<file path="src/design/kmp_pkg.sv">
package kmp_pkg;

  localparam int OPCODE_W = 3;
  localparam int BYTE_W   = 8;
  localparam int RESULT_W = 32;

  localparam logic [OPCODE_W-1:0] OP_CLEAR   = 3'd0;
  localparam logic [OPCODE_W-1:0] OP_APPEND  = 3'd1;
  localparam logic [OPCODE_W-1:0] OP_RESTART = 3'd2;
  localparam logic [OPCODE_W-1:0] OP_TEXT    = 3'd3;
  localparam logic [OPCODE_W-1:0] OP_END     = 3'd4;

  localparam logic RK_MATCH   = 1'b0;
  localparam logic RK_SUMMARY = 1'b1;

  // Controller to datapath
  typedef struct packed {
    logic take;          // latch the incoming byte
    logic clear;         // empty the pattern
    logic restart;       // clear text position, match state and count
    logic set_ovf;       // append beyond capacity
    logic append_start;  // write pattern byte, seed the failure walk
    logic text_start;    // advance position, seed the match walk
    logic follow;        // k <= failure link
    logic append_done;   // write failure entry, grow pattern
    logic count;         // bump match counter
    logic text_done;     // store new matched length
    logic tail_sel;      // address the last failure entry
    logic tail_fix;      // matched length <= last failure entry
    logic emit;          // load the result register
    logic emit_sum;      // result is a summary
  } cmd_t;

  // Datapath to controller
  typedef struct packed {
    logic size_zero;
    logic size_full;
    logic k_zero;
    logic pat_eq;
    logic full_match;
    logic out_busy;
  } stat_t;

endpackage

</file>
<file path="src/design/kmp_in_if.sv">
interface kmp_in_if;
  logic                         valid;
  logic                         ready;
  logic [kmp_pkg::OPCODE_W-1:0] opcode;
  logic [kmp_pkg::BYTE_W-1:0]   byte_value;

  modport source (output valid, output opcode, output byte_value, input ready);
  modport sink   (input valid, input opcode, input byte_value, output ready);
endinterface

</file>
<file path="src/design/kmp_out_if.sv">
interface kmp_out_if;
  logic                         valid;
  logic                         ready;
  logic                         result_kind;
  logic [kmp_pkg::RESULT_W-1:0] match_position;
  logic [kmp_pkg::RESULT_W-1:0] match_total;
  logic                         invalid_lengths;
  logic                         pattern_overflow;

  modport source (output valid, output result_kind, output match_position,
                  output match_total, output invalid_lengths,
                  output pattern_overflow, input ready);
  modport sink   (input valid, input result_kind, input match_position,
                  input match_total, input invalid_lengths,
                  input pattern_overflow, output ready);
endinterface

</file>
<file path="src/design/kmp_ctrl.sv">
module kmp_ctrl (
  input  logic                         clk,
  input  logic                         rst,
  input  logic                         in_valid,
  input  logic [kmp_pkg::OPCODE_W-1:0] in_opcode,
  output logic                         in_ready,
  input  kmp_pkg::stat_t               stat,
  output kmp_pkg::cmd_t                cmd
);

  localparam logic [2:0] S_IDLE = 3'd0;
  localparam logic [2:0] S_READ = 3'd1;
  localparam logic [2:0] S_CMP  = 3'd2;
  localparam logic [2:0] S_TAIL = 3'd3;
  localparam logic [2:0] S_FIX  = 3'd4;
  localparam logic [2:0] S_EMIT = 3'd5;

  logic [2:0] state, state_next;
  logic       is_text, is_text_next;
  logic       emit_sum, emit_sum_next;

  always_ff @(posedge clk) begin
    if (rst) begin
      state    <= S_IDLE;
      is_text  <= 1'b0;
      emit_sum <= 1'b0;
    end else begin
      state    <= state_next;
      is_text  <= is_text_next;
      emit_sum <= emit_sum_next;
    end
  end

  always_comb begin
    cmd           = '0;
    cmd.emit_sum  = emit_sum;
    state_next    = state;
    is_text_next  = is_text;
    emit_sum_next = emit_sum;
    in_ready      = 1'b0;
    case (state)
      S_IDLE: begin
        in_ready = 1'b1;
        if (in_valid) begin
          cmd.take = 1'b1;
          case (in_opcode)
            kmp_pkg::OP_CLEAR:   cmd.clear = 1'b1;
            kmp_pkg::OP_RESTART: cmd.restart = 1'b1;
            kmp_pkg::OP_APPEND: begin
              is_text_next = 1'b0;
              if (stat.size_full) begin
                cmd.set_ovf = 1'b1;
              end else begin
                cmd.append_start = 1'b1;
                if (!stat.size_zero) state_next = S_READ;
              end
            end
            kmp_pkg::OP_TEXT: begin
              is_text_next   = 1'b1;
              emit_sum_next  = 1'b0;
              cmd.text_start = 1'b1;
              if (!stat.size_zero) state_next = S_READ;
            end
            kmp_pkg::OP_END: begin
              emit_sum_next = 1'b1;
              state_next    = S_EMIT;
            end
            default: ;
          endcase
        end
      end
      S_READ: state_next = S_CMP;
      S_CMP: begin
        if (!stat.k_zero && !stat.pat_eq) begin
          cmd.follow = 1'b1;
          state_next = S_READ;
        end else if (!is_text) begin
          cmd.append_done = 1'b1;
          state_next      = S_IDLE;
        end else if (stat.full_match) begin
          cmd.count  = 1'b1;
          state_next = S_TAIL;
        end else begin
          cmd.text_done = 1'b1;
          state_next    = S_IDLE;
        end
      end
      S_TAIL: begin
        cmd.tail_sel = 1'b1;
        state_next   = S_FIX;
      end
      S_FIX: begin
        cmd.tail_fix = 1'b1;
        state_next   = S_EMIT;
      end
      S_EMIT: begin
        if (!stat.out_busy) begin
          cmd.emit   = 1'b1;
          state_next = S_IDLE;
        end
      end
      default: state_next = S_IDLE;
    endcase
  end

  a_emit_free: assert property (@(posedge clk) disable iff (rst)
    cmd.emit |-> !stat.out_busy)
    else $error("result loaded over an untaken result");

  a_follow_link: assert property (@(posedge clk) disable iff (rst)
    cmd.follow |-> !stat.k_zero)
    else $error("failure link followed from length zero");

  a_tail_seq: assert property (@(posedge clk) disable iff (rst)
    state == S_TAIL |=> state == S_FIX ##1 state == S_EMIT)
    else $error("match tail sequence broken");

  a_match_mode: assert property (@(posedge clk) disable iff (rst)
    cmd.count |-> is_text && stat.full_match)
    else $error("match counted outside a text walk");

endmodule

</file>
<file path="src/design/kmp_dp.sv">
module kmp_dp #(
  parameter int MAX_PATTERN    = 64,
  parameter int POSITION_WIDTH = 32
) (
  input  logic                       clk,
  input  logic                       rst,
  input  kmp_pkg::cmd_t              cmd,
  output kmp_pkg::stat_t             stat,
  input  logic [kmp_pkg::BYTE_W-1:0] byte_value,
  kmp_out_if.source                  results
);

  localparam int LEN_W = $clog2(MAX_PATTERN + 1);
  localparam int IDX_W = (MAX_PATTERN > 1) ? $clog2(MAX_PATTERN) : 1;
  localparam int PW    = POSITION_WIDTH;
  localparam int CW    = (PW + 1 > LEN_W) ? PW + 1 : LEN_W;
  localparam int SW    = (PW > kmp_pkg::RESULT_W) ? PW : kmp_pkg::RESULT_W;

  logic [kmp_pkg::BYTE_W-1:0] pat_mem [MAX_PATTERN];
  logic [IDX_W-1:0]           fail_mem [MAX_PATTERN];
  logic [kmp_pkg::BYTE_W-1:0] rd_pat;
  logic [IDX_W-1:0]           rd_fail;

  logic [LEN_W-1:0]            size, bpl, matched, k;
  logic                        ovf;
  logic [PW-1:0]               pos, idx;
  logic [kmp_pkg::RESULT_W-1:0] cnt;
  logic [kmp_pkg::BYTE_W-1:0]  cur_byte;

  logic [LEN_W-1:0] k_new, k_less, size_less;
  logic [IDX_W-1:0] fail_raddr, fail_waddr, fail_wdata;
  logic             fail_we;

  assign k_less    = k - LEN_W'(1);
  assign size_less = size - LEN_W'(1);
  assign k_new     = k + LEN_W'(stat.pat_eq);

  assign fail_raddr = cmd.tail_sel ? size_less[IDX_W-1:0] : k_less[IDX_W-1:0];
  assign fail_we    = (cmd.append_start && stat.size_zero) || cmd.append_done;
  assign fail_waddr = size[IDX_W-1:0];
  assign fail_wdata = cmd.append_done ? k_new[IDX_W-1:0] : '0;

  always_ff @(posedge clk) begin
    if (cmd.append_start) pat_mem[size[IDX_W-1:0]] <= byte_value;
    rd_pat <= pat_mem[k[IDX_W-1:0]];
  end

  always_ff @(posedge clk) begin
    if (fail_we) fail_mem[fail_waddr] <= fail_wdata;
    rd_fail <= fail_mem[fail_raddr];
  end

  assign stat.size_zero  = (size == '0);
  assign stat.size_full  = (size == LEN_W'(MAX_PATTERN));
  assign stat.k_zero     = (k == '0);
  assign stat.pat_eq     = (rd_pat == cur_byte);
  assign stat.full_match = (k_new == size);
  assign stat.out_busy   = results.valid && !results.ready;

  always_ff @(posedge clk) begin
    if (cmd.take) cur_byte <= byte_value;
    if (cmd.append_start) k <= bpl;
    if (cmd.text_start) begin
      idx <= pos;
      k   <= (matched >= size) ? '0 : matched;
    end
    if (cmd.follow) k <= LEN_W'(rd_fail);
  end

  always_ff @(posedge clk) begin
    if (rst) begin
      size    <= '0;
      bpl     <= '0;
      ovf     <= 1'b0;
      matched <= '0;
      pos     <= '0;
      cnt     <= '0;
    end else begin
      if (cmd.clear) begin
        size    <= '0;
        bpl     <= '0;
        ovf     <= 1'b0;
        matched <= '0;
      end
      if (cmd.restart) begin
        pos     <= '0;
        matched <= '0;
        cnt     <= '0;
      end
      if (cmd.set_ovf) ovf <= 1'b1;
      if (cmd.append_start && stat.size_zero) begin
        bpl  <= '0;
        size <= LEN_W'(1);
      end
      if (cmd.append_done) begin
        bpl  <= k_new;
        size <= size + LEN_W'(1);
      end
      if (cmd.text_start && pos != '1) pos <= pos + PW'(1);
      if (cmd.text_done) matched <= k_new;
      if (cmd.tail_fix) matched <= LEN_W'(rd_fail);
      if (cmd.count && cnt != '1) cnt <= cnt + kmp_pkg::RESULT_W'(1);
    end
  end

  // Start of match from the index of its last byte
  logic [CW-1:0] idx_p1, m_ext, start;
  logic [SW-1:0] start_ext;
  logic          bad;

  assign idx_p1    = CW'(idx) + CW'(1);
  assign m_ext     = CW'(size);
  assign start     = (idx_p1 >= m_ext) ? idx_p1 - m_ext : '0;
  assign start_ext = SW'(start[PW-1:0]);
  assign bad       = stat.size_zero || (m_ext > CW'(pos));

  always_ff @(posedge clk) begin
    if (rst) begin
      results.valid <= 1'b0;
    end else if (cmd.emit) begin
      results.valid <= 1'b1;
    end else if (results.ready) begin
      results.valid <= 1'b0;
    end
  end

  always_ff @(posedge clk) begin
    if (cmd.emit) begin
      results.result_kind      <= cmd.emit_sum ? kmp_pkg::RK_SUMMARY : kmp_pkg::RK_MATCH;
      results.match_position   <= cmd.emit_sum ? '0 : start_ext[kmp_pkg::RESULT_W-1:0];
      results.match_total      <= (cmd.emit_sum && !bad) ? cnt : '0;
      results.invalid_lengths  <= cmd.emit_sum && bad;
      results.pattern_overflow <= ovf;
    end
  end

  a_matched_bound: assert property (@(posedge clk) disable iff (rst)
    size != '0 |-> matched < size)
    else $error("matched length reached pattern length");

  a_prefix_bound: assert property (@(posedge clk) disable iff (rst)
    size != '0 |-> bpl < size)
    else $error("build prefix reached pattern length");

endmodule

</file>
<file path="src/design/kmp_stream_matcher_unit.sv">
// Streaming Knuth-Morris-Pratt matcher. Each item on "items" carries an
// opcode: clear pattern, append pattern byte, restart text, text byte or end
// of text. Pattern bytes go into an on-chip store of MAX_PATTERN bytes and
// the failure table is built as each byte arrives; extra bytes are dropped
// and flagged. Every completed match (overlaps included) returns one item on
// "results" with its start position; end of text returns the saturating
// match count, an invalid flag when the pattern is empty or longer than the
// text, and the overflow flag. Clear, restart, unused opcodes, an append
// that overflows, an append to an empty pattern and a text byte with an
// empty pattern are handled in the idle state. Any other append or text
// byte steps through the failure links; each step is one read of the
// registered pattern and failure memories followed by a compare. A text
// byte that completes a match then reads the last failure entry and loads
// the result; end of text goes straight to the result load. Failure links
// amortize to at most two steps per byte. The block takes the next item
// while the result register still holds an untaken result, and stalls only
// when a new result must be loaded over it.
module kmp_stream_matcher_unit #(
  parameter int MAX_PATTERN    = 64,
  parameter int POSITION_WIDTH = 32
) (
  input logic         clk,
  input logic         rst,
  kmp_in_if.sink      items,
  kmp_out_if.source   results
);

  kmp_pkg::cmd_t  cmd;
  kmp_pkg::stat_t stat;

  // Sequence each item: decode, walk the failure links, emit
  kmp_ctrl u_ctrl (
    .clk       (clk),
    .rst       (rst),
    .in_valid  (items.valid),
    .in_opcode (items.opcode),
    .in_ready  (items.ready),
    .stat      (stat),
    .cmd       (cmd)
  );

  // Hold pattern, failure table, counters and the result register
  kmp_dp #(
    .MAX_PATTERN    (MAX_PATTERN),
    .POSITION_WIDTH (POSITION_WIDTH)
  ) u_dp (
    .clk        (clk),
    .rst        (rst),
    .cmd        (cmd),
    .stat       (stat),
    .byte_value (items.byte_value),
    .results    (results)
  );

endmodule

</file>
<file path="src/flat_wrapper.sv">
// flat-port wrapper written by rule: the top's interface ports become plain ports
module kmp_stream_matcher_unit_flat 
#(
  parameter int MAX_PATTERN    = 64,
  parameter int POSITION_WIDTH = 32
)
  (clk, rst, items_valid, items_opcode, items_byte_value, items_ready, results_valid, results_result_kind, results_match_position, results_match_total, results_invalid_lengths, results_pattern_overflow, results_ready);
  kmp_in_if items_i ();
  kmp_out_if results_i ();
  input logic clk;
  input logic rst;
  input wire logic [$bits(items_i.valid)-1:0] items_valid;
  input wire logic [$bits(items_i.opcode)-1:0] items_opcode;
  input wire logic [$bits(items_i.byte_value)-1:0] items_byte_value;
  output wire logic [$bits(items_i.ready)-1:0] items_ready;
  output wire logic [$bits(results_i.valid)-1:0] results_valid;
  output wire logic [$bits(results_i.result_kind)-1:0] results_result_kind;
  output wire logic [$bits(results_i.match_position)-1:0] results_match_position;
  output wire logic [$bits(results_i.match_total)-1:0] results_match_total;
  output wire logic [$bits(results_i.invalid_lengths)-1:0] results_invalid_lengths;
  output wire logic [$bits(results_i.pattern_overflow)-1:0] results_pattern_overflow;
  input wire logic [$bits(results_i.ready)-1:0] results_ready;
  assign items_i.valid = items_valid;
  assign items_i.opcode = items_opcode;
  assign items_i.byte_value = items_byte_value;
  assign items_ready = items_i.ready;
  assign results_valid = results_i.valid;
  assign results_result_kind = results_i.result_kind;
  assign results_match_position = results_i.match_position;
  assign results_match_total = results_i.match_total;
  assign results_invalid_lengths = results_i.invalid_lengths;
  assign results_pattern_overflow = results_i.pattern_overflow;
  assign results_i.ready = results_ready;
  kmp_stream_matcher_unit #(.MAX_PATTERN(MAX_PATTERN), .POSITION_WIDTH(POSITION_WIDTH)) u_core (.clk(clk), .rst(rst), .items(items_i), .results(results_i));
endmodule
</file>
<file path="config.mk">
export PLATFORM = sky130hd
export DESIGN_NAME = kmp_stream_matcher_unit_flat
export DESIGN_NICKNAME = d
export VERILOG_FILES = /design/src/design/kmp_pkg.sv /design/src/design/kmp_in_if.sv /design/src/design/kmp_out_if.sv /design/src/design/kmp_ctrl.sv /design/src/design/kmp_dp.sv /design/src/design/kmp_stream_matcher_unit.sv /design/src/flat_wrapper.sv
export SDC_FILE = /design/constraint.sdc
export NUM_CORES = 1
export LEC_CHECK = 0
export ABC_AREA = 1
export BUFFER_PORTS_ARGS = -buffer_cell sky130_fd_sc_hd__buf_2
export CAP_MARGIN = 20
export CORE_MARGIN = 5
export CORE_UTILIZATION = 35
export DETAILED_ROUTE_END_ITERATION = 8
export PLACE_DENSITY = 0.5
export SLEW_MARGIN = 5
export SYNTH_ARGS = -nofsm -noshare
export SYNTH_HDL_FRONTEND = slang
export SYNTH_SLANG_ARGS = --single-unit
</file>
<file path="constraint.sdc">
create_clock -name clk -period 5.9 [get_ports clk]
set_input_delay 1.475 -clock clk [delete_from_list [all_inputs] [get_ports clk]]
set_output_delay 1.475 -clock clk [all_outputs]
set_load 0.03 [all_outputs]
</file>
==> results of run 1 <==
==> synthesized netlist by cell type, types with 3 or more instances <==
cell,number
a22oi_1,9
buf_1,28
o31ai_1,3
nand2_2,17
nor4_1,6
ha_1,29
nand3b_1,14
inv_2,9
a31oi_1,8
or2_2,9
mux2i_1,16
xor2_1,50
nand2_1,647
o22ai_1,110
inv_1,216
o21bai_1,3
xnor2_1,17
dfxtp_1,107
and2_1,3
o211ai_1,67
nand3_1,270
o21ai_0,483
a211oi_1,20
nor2_2,43
nor2_1,911
buf_2,36
nor2_4,10
clkinv_1,4
buf_8,3
a21oi_1,154
o21a_1,8
nand4_1,50
nor3_1,57
edfxtp_1,1009
clkbuf_1,162
buf_4,6
==> layout make-up <==
type	instances	share of cell area, %
Multi-Input combinational cell	3031	26.6
Clock inverter	71	1.23
Sequential cell	1116	58.8
Tap cell	1876	4.26
Clock buffer	158	5.87
Timing Repair Buffer	136	1.65
Inverter	229	1.58
Antenna cell	1	0.00454
==> metal layers <==
layer	global-route usage (%)	wire, um
met5	0	13
met4	4.97	3660
met3	3.05	7680
met2	28.7	62300
met1	26.6	65000
==> cells by family after synthesis <==
family / count (synthesis) / synth area share [%]
fa+ha+maj: 30 / 0.784
mux: 16 / 0.328
xor+xnor: 69 / 1.27
simple gates: 2044 / 17.6
buf+inv: 464 / 3.77
compound gates: 872 / 9.85
flops: 1116 / 66.4
==> state kept, by name, summed over array words and instances (netlist names), 8 cells and up <==
signal	flops
u_core.u_dp.results.match_position	32
u_core.u_dp.fail_mem	384
u_core.u_dp.pat_mem	512
u_core.u_dp.cur_byte	8
u_core.u_dp.idx	32
u_core.u_dp.pos	32
u_core.u_dp.results.match_total	32
u_core.u_dp.rd_pat	8
u_core.u_dp.cnt	32
==> worst reg2reg max path, stage by stage (launching register included) <==
cell	delay (ps)
edfxtp_1	490
buf_12	590
ha_1	470
ha_1	190
nand2_1	90
nor2_1	200
nand2_1	130
xor2_1	230
o21ai_0	110
nor2_1	130
nand2_2	180
nor2_4	500
nand2_2	580
nand3_1	240
a21oi_1	90
==> worst max-delay path by stage <==
stage	slack (ps)	startpoint	to	depth (start not counted)
floorplan	1090	results_ready	u_core.u_dp.results.invalid_lengths	2
global placement	1710	u_core.u_dp.cur_byte[5]	u_core.u_dp.fail_mem[12][3]	11
detailed placement	1630	u_core.u_dp.k[0]	u_core.u_dp.fail_mem[12][4]	10
CTS	1590	u_core.u_dp.k[0]	u_core.u_dp.fail_mem[12][4]	10
global route	1120	u_core.u_dp.k[0]	u_core.u_dp.cnt[22]	14
finish	1500	u_core.u_dp.k[0]	u_core.u_dp.cnt[6]	14
==> power groups by stage <==
stage	Clock [mW]	Combinational [mW]	Sequential (mW)
floorplan	0	0.425	8.77
global route	7.96	0.763	8.61
finish	7.48	0.693	8.62
CTS	7.63	0.698	8.61
detailed placement	0	0.696	8.78
global placement	0	0.694	8.78
==> per-stage QoR <==
step	setup WS [ps]	std cells
CTS	1590	6614
global route	1120	6617
finish	1500	6618
floorplan	1090	4611
detailed placement	1630	6385
global placement	1710	6384
==> impl_metrics.xml, run 1 <==
<?xml version="1.0" encoding="UTF-8"?>
<metrics>
  <group name="synth">
    <metric name="asyncSetResetFlopFracSynth" unit="%">0</metric>
    <metric name="ys_warn_count" unit="">0</metric>
    <metric name="post_synth_edffs" unit="">1009</metric>
    <metric name="synth_seq_cells" unit="">1116</metric>
    <metric name="post_synth_instance_area" unit="um2">48800</metric>
    <metric name="synth.net_count" unit="">4656</metric>
    <metric name="synth_top_area_cell" unit="">edfxtp_1</metric>
    <metric name="yosysTopAreaCellShare" unit="%">62.1</metric>
    <metric name="syn-instance-count" unit="">4611</metric>
    <metric name="synthesis.area_per_instance" unit="um2">10.6</metric>
    <metric name="commonest_register_cell_after_synthesis" unit="">edfxtp_1</metric>
    <metric name="synth.lib_cells_used.distinct" unit="">49</metric>
    <metric name="synth.yosys.seq_area_share" unit="%">66.4</metric>
    <metric name="yosys-top-cells-area" unit="">edfxtp_1 62%, nor2_1 7.0%, nand2_1 5.0%, o21ai_0 5.0%, dfxtp_1 4.4%</metric>
  </group>
  <group name="route">
    <metric name="wl_per_cell" unit="um">20.9</metric>
    <metric name="detail_route.wirelength" unit="um">139000</metric>
    <metric name="num_vias" unit="">34100</metric>
    <metric name="drt_pre_antenna_iters" unit="">6</metric>
    <metric name="drcViolationCount" unit="">0</metric>
    <metric name="final_antenna_net_count" unit="">0</metric>
    <metric name="detailedRoute.firstIterationViolations" unit="">3081</metric>
    <metric name="via_per_inst" unit="">5.16</metric>
  </group>
  <group name="critical_path">
    <metric name="reg2reg_to" unit="">u_core.u_dp.cnt[6]</metric>
    <metric name="critical_path.endpoint_type" unit="">flop</metric>
    <metric name="cp_data_arrival_time" unit="ps">4980</metric>
    <metric name="crit_fanout" unit="">189</metric>
    <metric name="worstReg2RegStart" unit="">u_core.u_dp.k[0]</metric>
    <metric name="type_of_element_launching_the_critical_path" unit="">flop</metric>
    <metric name="cp.required" unit="ps">6490</metric>
    <metric name="critical_path.slowest_cell" unit="">buf_12</metric>
    <metric name="rr_worst_depth" unit="">14</metric>
    <metric name="timing.critical_path.buf_inv" unit="">1</metric>
    <metric name="cp_top_family" unit="">simple AND/OR/NAND/NOR gates</metric>
    <metric name="reg2reg_setup_slack" unit="ps">1500</metric>
    <metric name="cp_slowest_stage_delay" unit="ps">590</metric>
    <metric name="critical_path.cell_chain" unit="">buf_12 &gt; ha_1 &gt; ha_1 &gt; nand2_1 &gt; nor2_1 &gt; nand2_1 &gt; xor2_1 &gt; o21ai_0 &gt; nor2_1 &gt; nand2_2 &gt; nor2_4 &gt; nand2_2 &gt; nand3_1 &gt; a21oi_1</metric>
    <metric name="classification_of_the_worst_setup_path" unit="">reg2reg</metric>
  </group>
  <group name="pwr">
    <metric name="power.combinational.fraction" unit="%">4.1</metric>
    <metric name="power_density_over_the_cells" unit="nW/um2">304</metric>
    <metric name="power.share.switching" unit="%">22.4</metric>
    <metric name="p_int" unit="mW">13.0</metric>
    <metric name="total_power" unit="mW">16.8</metric>
    <metric name="total_switching_power" unit="mW">3.75</metric>
    <metric name="sequential_power_share" unit="%">51.3</metric>
    <metric name="clock_power_share" unit="%">44.5</metric>
    <metric name="peakVddDrop" unit="mV">0.234</metric>
    <metric name="leakagePower" unit="nW">18.2</metric>
  </group>
  <group name="final_layout">
    <metric name="layout.cells.most_common" unit="">edfxtp_1</metric>
    <metric name="syn2layout_area_growth" unit="%">12.9</metric>
    <metric name="mostFrequentLayoutCells" unit="">1009 x edfxtp_1, 902 x nor2_1, 646 x nand2_1, 483 x o21ai_0, 270 x nand3_1</metric>
    <metric name="num-fill-cells" unit="">13500</metric>
    <metric name="area_used_by_sequential_logic_in_the_layout" unit="um2">32400</metric>
    <metric name="finalCoreUtilization" unit="%">39.7</metric>
    <metric name="fin_area" unit="um2">55100</metric>
    <metric name="num-nets-final" unit="">4680</metric>
    <metric name="drive_gt1_share" unit="%">9.13</metric>
    <metric name="multi_input_area" unit="um2">14700</metric>
  </group>
  <group name="floorplan">
    <metric name="die-area" unit="um2">147000</metric>
    <metric name="core_area" unit="um2">139000</metric>
    <metric name="floorplan_die_height" unit="um">383</metric>
    <metric name="io_pins" unit="">84</metric>
    <metric name="floorplan.initialDensity" unit="%">35.1</metric>
    <metric name="die_x" unit="um">383</metric>
    <metric name="placementRows" unit="">137</metric>
  </group>
  <group name="cts">
    <metric name="cts_tree" unit="">yes</metric>
    <metric name="clock-root-buffer" unit="">clkbuf_16</metric>
    <metric name="ctsHoldBuffers" unit="">0</metric>
    <metric name="post_cts_setup_buffer_count" unit="">0</metric>
    <metric name="cts_max_path_buffers" unit="">3</metric>
    <metric name="tritoncts_num_sinks" unit="">1116</metric>
    <metric name="cts.clk_slew.worst_paths" unit="ps">60</metric>
    <metric name="post_cts_repair_resize_count" unit="">0</metric>
    <metric name="htree_num_levels" unit="">3</metric>
    <metric name="tritoncts.num_buffers" unit="">121</metric>
    <metric name="clock_latency" unit="ps">760</metric>
  </group>
  <group name="sta">
    <metric name="finalHoldWorstSlack" unit="ps">464</metric>
    <metric name="rsz_0062_raised_after_global_routing" unit="">no</metric>
    <metric name="tns" unit="ps">0</metric>
    <metric name="maxSlewViolCount" unit="">0</metric>
    <metric name="hold_viol_final" unit="">0</metric>
    <metric name="fin_crit_sh" unit="%">74.6</metric>
    <metric name="setup_violations" unit="">0</metric>
    <metric name="max_slew_margin" unit="%">27.6</metric>
    <metric name="fin_worst_skew" unit="ps">39.3</metric>
    <metric name="worst_slew_pin_slew" unit="ps">1080</metric>
    <metric name="timing.fmax" unit="GHz">0.227</metric>
    <metric name="period_minus_slack" unit="ps">4400</metric>
  </group>
  <group name="outcome">
    <metric name="outcome" unit="">complete, no violations</metric>
  </group>
  <group name="placed_design">
    <metric name="port_buffers" unit="">83</metric>
    <metric name="hpwl" unit="um">87200</metric>
    <metric name="final_wtd_congestion" unit="">0.852</metric>
    <metric name="placed_area" unit="um2">51200</metric>
  </group>
  <group name="global_route">
    <metric name="antenna_found_initial" unit="">1</metric>
    <metric name="grt_pass1_wl" unit="um">207000</metric>
    <metric name="first_global_vias" unit="">32900</metric>
    <metric name="largest_net_degree_at_the_start_of_global_routing" unit="">190</metric>
    <metric name="groute.usage.overall" unit="%">18.4</metric>
    <metric name="overflow" unit="">0</metric>
  </group>
  <group name="job">
    <metric name="maxCapViolCount" unit="">0</metric>
  </group>
  <group name="min_path">
    <metric name="holdPathEnd" unit="">u_core.u_dp.bpl[2]</metric>
    <metric name="class_of_the_tightest_hold_or_removal_check" unit="">reg2reg</metric>
    <metric name="hold-path-cell-count" unit="">2</metric>
    <metric name="hold_path.startpoint" unit="">u_core.u_dp.bpl[2]</metric>
  </group>
</metrics>
Power figures use the tool's default switching activity.
==> run 2: changes to the inputs <==
--- a/config.mk
+++ b/config.mk
@@ -5,13 +5,13 @@
 export SDC_FILE = /design/constraint.sdc
 export NUM_CORES = 1
 export LEC_CHECK = 0
-export ABC_AREA = 1
+export ABC_AREA = 0
 export BUFFER_PORTS_ARGS = -buffer_cell sky130_fd_sc_hd__buf_2
 export CAP_MARGIN = 20
 export CORE_MARGIN = 5
 export CORE_UTILIZATION = 35
 export DETAILED_ROUTE_END_ITERATION = 8
-export PLACE_DENSITY = 0.5
+export PLACE_DENSITY = 0.52
 export SLEW_MARGIN = 5
 export SYNTH_ARGS = -nofsm -noshare
 export SYNTH_HDL_FRONTEND = slang
==> constraint.sdc (replaced) <==
create_clock -name clk -period 3.7 [get_ports clk]
set_input_delay 0.925 -clock clk [delete_from_list [all_inputs] [get_ports clk]]
set_output_delay 0.925 -clock clk [all_outputs]
set_load 0.03 [all_outputs]
==> run 2 against run 1 <==
  * Sequential share of layout area increased by 0.073 points
  * Via count fell by 21%
  * Cell area decreased by 0.12%
  * Cell count shrank 21%
  * Maximum frequency increased by 28%
  * Worst setup slack lost 1200 ps
  * Global-route usage down 2.4 points
  * Critical endpoint is now u_core.u_dp.results.match_position[31]
  * Largest cell class unchanged
==> impl_metrics.xml, run 2 <==
<?xml version="1.0" encoding="UTF-8"?>
<metrics>
  <group name="final_layout">
    <metric name="number_of_flip_flops_in_the_largest_register" unit="">512</metric>
    <metric name="num-nets-final" unit="">3392</metric>
    <metric name="mostFrequentLayoutCells" unit="">1009 x edfxtp_1, 341 x nor2_1, 246 x buf_4, 175 x mux2i_1, 168 x mux4_2</metric>
    <metric name="syn2layout_area_growth" unit="%">17.4</metric>
    <metric name="num-fill-cells" unit="">12100</metric>
    <metric name="drive_gt1_share" unit="%">21.6</metric>
    <metric name="finalNonFillerCells" unit="">5217</metric>
    <metric name="layout.cells.most_common" unit="">edfxtp_1</metric>
    <metric name="fin_area" unit="um2">55100</metric>
    <metric name="num_antenna_cells" unit="">0</metric>
  </group>
  <group name="synth">
    <metric name="synth_seq_cells" unit="">1116</metric>
    <metric name="commonest_register_cell_after_synthesis" unit="">edfxtp_1</metric>
    <metric name="post_synth_instance_area" unit="um2">46900</metric>
    <metric name="yosysMostFrequentCell" unit="">edfxtp_1</metric>
    <metric name="asyncSetResetFlopFracSynth" unit="%">0</metric>
    <metric name="synth.net_count" unit="">3100</metric>
    <metric name="ys_warn_count" unit="">0</metric>
    <metric name="syn-instance-count" unit="">3055</metric>
    <metric name="synth.yosys.seq_area_share" unit="%">69.2</metric>
    <metric name="post_synth_edffs" unit="">1009</metric>
    <metric name="yosysTopAreaCellShare" unit="%">64.6</metric>
    <metric name="yosys-top-cells-area" unit="">edfxtp_1 65%, mux4_2 8.1%, dfxtp_1 4.6%, mux2i_1 3.7%, nor2_1 2.7%</metric>
    <metric name="synth_top_area_cell" unit="">edfxtp_1</metric>
    <metric name="synthesis.area_per_instance" unit="um2">15.3</metric>
    <metric name="post_synth_most_frequent_cells" unit="">1009 x edfxtp_1, 341 x nor2_1, 175 x mux2i_1</metric>
    <metric name="synth.lib_cells_used.distinct" unit="">78</metric>
  </group>
  <group name="critical_path">
    <metric name="type_of_element_launching_the_critical_path" unit="">flop</metric>
    <metric name="cp.required" unit="ps">4230</metric>
    <metric name="cp_slowest_stage_delay" unit="ps">590</metric>
    <metric name="setup.worst_path.start" unit="">u_core.u_dp.idx[11]</metric>
    <metric name="worstReg2RegStart" unit="">u_core.u_dp.idx[11]</metric>
    <metric name="cp_data_arrival_time" unit="ps">3970</metric>
    <metric name="cp_top_family" unit="">simple AND/OR/NAND/NOR gates</metric>
    <metric name="critical_path.cell_chain" unit="">nand4_2 &gt; nor4_2 &gt; nand3_1 &gt; xor2_1 &gt; buf_4 &gt; and3b_1 &gt; and3_1 &gt; a21oi_4 &gt; buf_4 &gt; a2111oi_2</metric>
    <metric name="critical_path.endpoint_type" unit="">flop</metric>
    <metric name="classification_of_the_worst_setup_path" unit="">reg2reg</metric>
    <metric name="critical_path.slowest_cell" unit="">nor4_2</metric>
    <metric name="timing.critical_path.buf_inv" unit="">2</metric>
    <metric name="crit_path_frequent_cell" unit="">buf_4</metric>
    <metric name="crit_fanout" unit="">32</metric>
  </group>
  <group name="route">
    <metric name="final_antenna_net_count" unit="">0</metric>
    <metric name="via_per_inst" unit="">5.15</metric>
    <metric name="detailedRoute.firstIterationViolations" unit="">2020</metric>
    <metric name="num_vias" unit="">26900</metric>
    <metric name="drt_pre_antenna_iters" unit="">5</metric>
    <metric name="detail_route.wirelength" unit="um">115000</metric>
    <metric name="wl_per_cell" unit="um">22.1</metric>
    <metric name="drcViolationCount" unit="">0</metric>
  </group>
  <group name="cts">
    <metric name="cts_tree" unit="">yes</metric>
    <metric name="htree_num_levels" unit="">3</metric>
    <metric name="tritoncts_num_sinks" unit="">1116</metric>
    <metric name="clock-root-buffer" unit="">clkbuf_16</metric>
    <metric name="tritoncts.num_buffers" unit="">115</metric>
    <metric name="cts.clk_slew.worst_paths" unit="ps">70</metric>
    <metric name="cts_max_path_buffers" unit="">3</metric>
    <metric name="clock_latency" unit="ps">740</metric>
  </group>
  <group name="sta">
    <metric name="tns" unit="ps">0</metric>
    <metric name="setup_violations" unit="">0</metric>
    <metric name="fin_crit_sh" unit="%">92.9</metric>
    <metric name="fin_worst_skew" unit="ps">48.8</metric>
    <metric name="timing.fmax" unit="GHz">0.291</metric>
    <metric name="hold_viol_final" unit="">0</metric>
    <metric name="finalHoldWorstSlack" unit="ps">458</metric>
    <metric name="maxSlewViolCount" unit="">0</metric>
    <metric name="rsz_0062_raised_after_global_routing" unit="">no</metric>
    <metric name="max_slew_margin" unit="%">28.8</metric>
    <metric name="worst_slew_pin_slew" unit="ps">1070</metric>
    <metric name="period_minus_slack" unit="ps">3440</metric>
  </group>
  <group name="outcome">
    <metric name="outcome" unit="">complete, no violations</metric>
  </group>
  <group name="floorplan">
    <metric name="floorplan.initialDensity" unit="%">35.2</metric>
    <metric name="die_x" unit="um">376</metric>
    <metric name="floorplan_die_height" unit="um">376</metric>
    <metric name="core_area" unit="um2">133000</metric>
    <metric name="die-area" unit="um2">141000</metric>
    <metric name="placementRows" unit="">134</metric>
    <metric name="io_pins" unit="">84</metric>
  </group>
  <group name="global_route">
    <metric name="first_global_vias" unit="">26700</metric>
    <metric name="groute.usage.overall" unit="%">16.0</metric>
    <metric name="antenna_found_initial" unit="">0</metric>
    <metric name="grt_pass1_wl" unit="um">173000</metric>
    <metric name="overflow" unit="">0</metric>
    <metric name="largest_net_degree_at_the_start_of_global_routing" unit="">73</metric>
  </group>
  <group name="placed_design">
    <metric name="hpwl" unit="um">72700</metric>
    <metric name="cell_count_after_placement" unit="">4995</metric>
    <metric name="port_buffers" unit="">83</metric>
    <metric name="placed_area" unit="um2">51100</metric>
    <metric name="final_wtd_congestion" unit="">0.777</metric>
  </group>
  <group name="job">
    <metric name="maxCapViolCount" unit="">0</metric>
  </group>
  <group name="pwr">
    <metric name="total_power" unit="mW">26.9</metric>
    <metric name="power_density_over_the_cells" unit="nW/um2">488</metric>
    <metric name="peakVddDrop" unit="mV">0.392</metric>
    <metric name="leakagePower" unit="nW">18.6</metric>
  </group>
  <group name="min_path">
    <metric name="hold_path.startpoint" unit="">u_core.u_dp.bpl[4]</metric>
    <metric name="class_of_the_tightest_hold_or_removal_check" unit="">reg2reg</metric>
  </group>
</metrics>
==> run 2: cell count changes after synthesis, sizes merged, moves of 33 or more <==
cell	previous run	this run
nand3	271	106
o211ai	67	1
o21ai	485	102
o22ai	110	32
mux4	0	168
nand2	666	113
nor2b	0	33
mux2i	16	176
nor2	964	341
a211oi	20	60
inv	225	27
==> run 2: layout make-up <==
type,count,area [um2],area share [%]
clock buffer,143,3050,5.55
multi-input combinational,1735,13700,24.9
tap,1768,2210,4.02
inverter,29,109,0.198
sequential,1116,32400,58.9
clock inverter,76,838,1.52
timing repair buffer,350,2680,4.87
==> run 2: what timing repair did <==
item                                    in CTS  in global routing
setup buffers                                0                  1
resized for setup                            0                  3
endpoints found under the setup margin       0                 32
hold buffers                                 0                  0
==> run 2: logic make-up after synthesis <==
group / count (synthesis) / share of synthesized area (%)
simple gates: 815 / 8.50
buf+inv: 206 / 1.80
mux: 344 / 11.8
fa+ha+maj: 30 / 0.816
xor+xnor: 77 / 1.53
flops: 1116 / 69.2
compound gates: 467 / 6.34
==> run 2: path summary, 6_finish.rpt <==
| kind | end | depth (start not counted) | slack (ps) |
|---|---|---|---|
| setup / recovery | u_core.u_dp.results.match_position[31] | 10 | 260 |
| hold / removal | u_core.u_dp.bpl[4] | 2 | 460 |
| setup reg to reg | u_core.u_dp.results.match_position[31] | 10 | 260 |
| hold reg to reg | u_core.u_dp.bpl[4] | 2 | 460 |
==> run 2: routing by layer <==
layer  track usage [%]  vias to the layer above  share of wire (%)
li1                  -                    12600                  -
met1              22.5                    13600                 45
met2              26.2                      557                 48
met3              2.47                      139                4.4
met4              4.03                        0                2.0
met5                 0                        -                  0
==> run 2: metrics by stage <==
stage | utilization (%) | setup WS [ps]
final | 41.3 | 264
after CTS | 41.3 | 12.3
after floorplan | - | 3.99
after global routing | 41.3 | 15.9
after global placement | 38.4 | -0.388
after detailed placement | 38.4 | -16.6
==> run 2: worst reg2reg max path: cells and delay by family (launching register included) <==
kind | cells | cell delay (ps)
AOI/OAI and AO/OA | 2 | 470
xor gates and xnor gates | 1 | 180
buffers and inverters | 2 | 430
and+or+nand+nor | 5 | 1630
DFF | 1 | 530
==> run 2: power breakdown <==
part           internal, mW  leakage (nW)  switching, mW
Combinational         0.492          6.31          0.827
Clock                  6.86          1.90           4.95
Sequential             13.7          10.4         0.0556
Total                  21.1          18.6           5.83
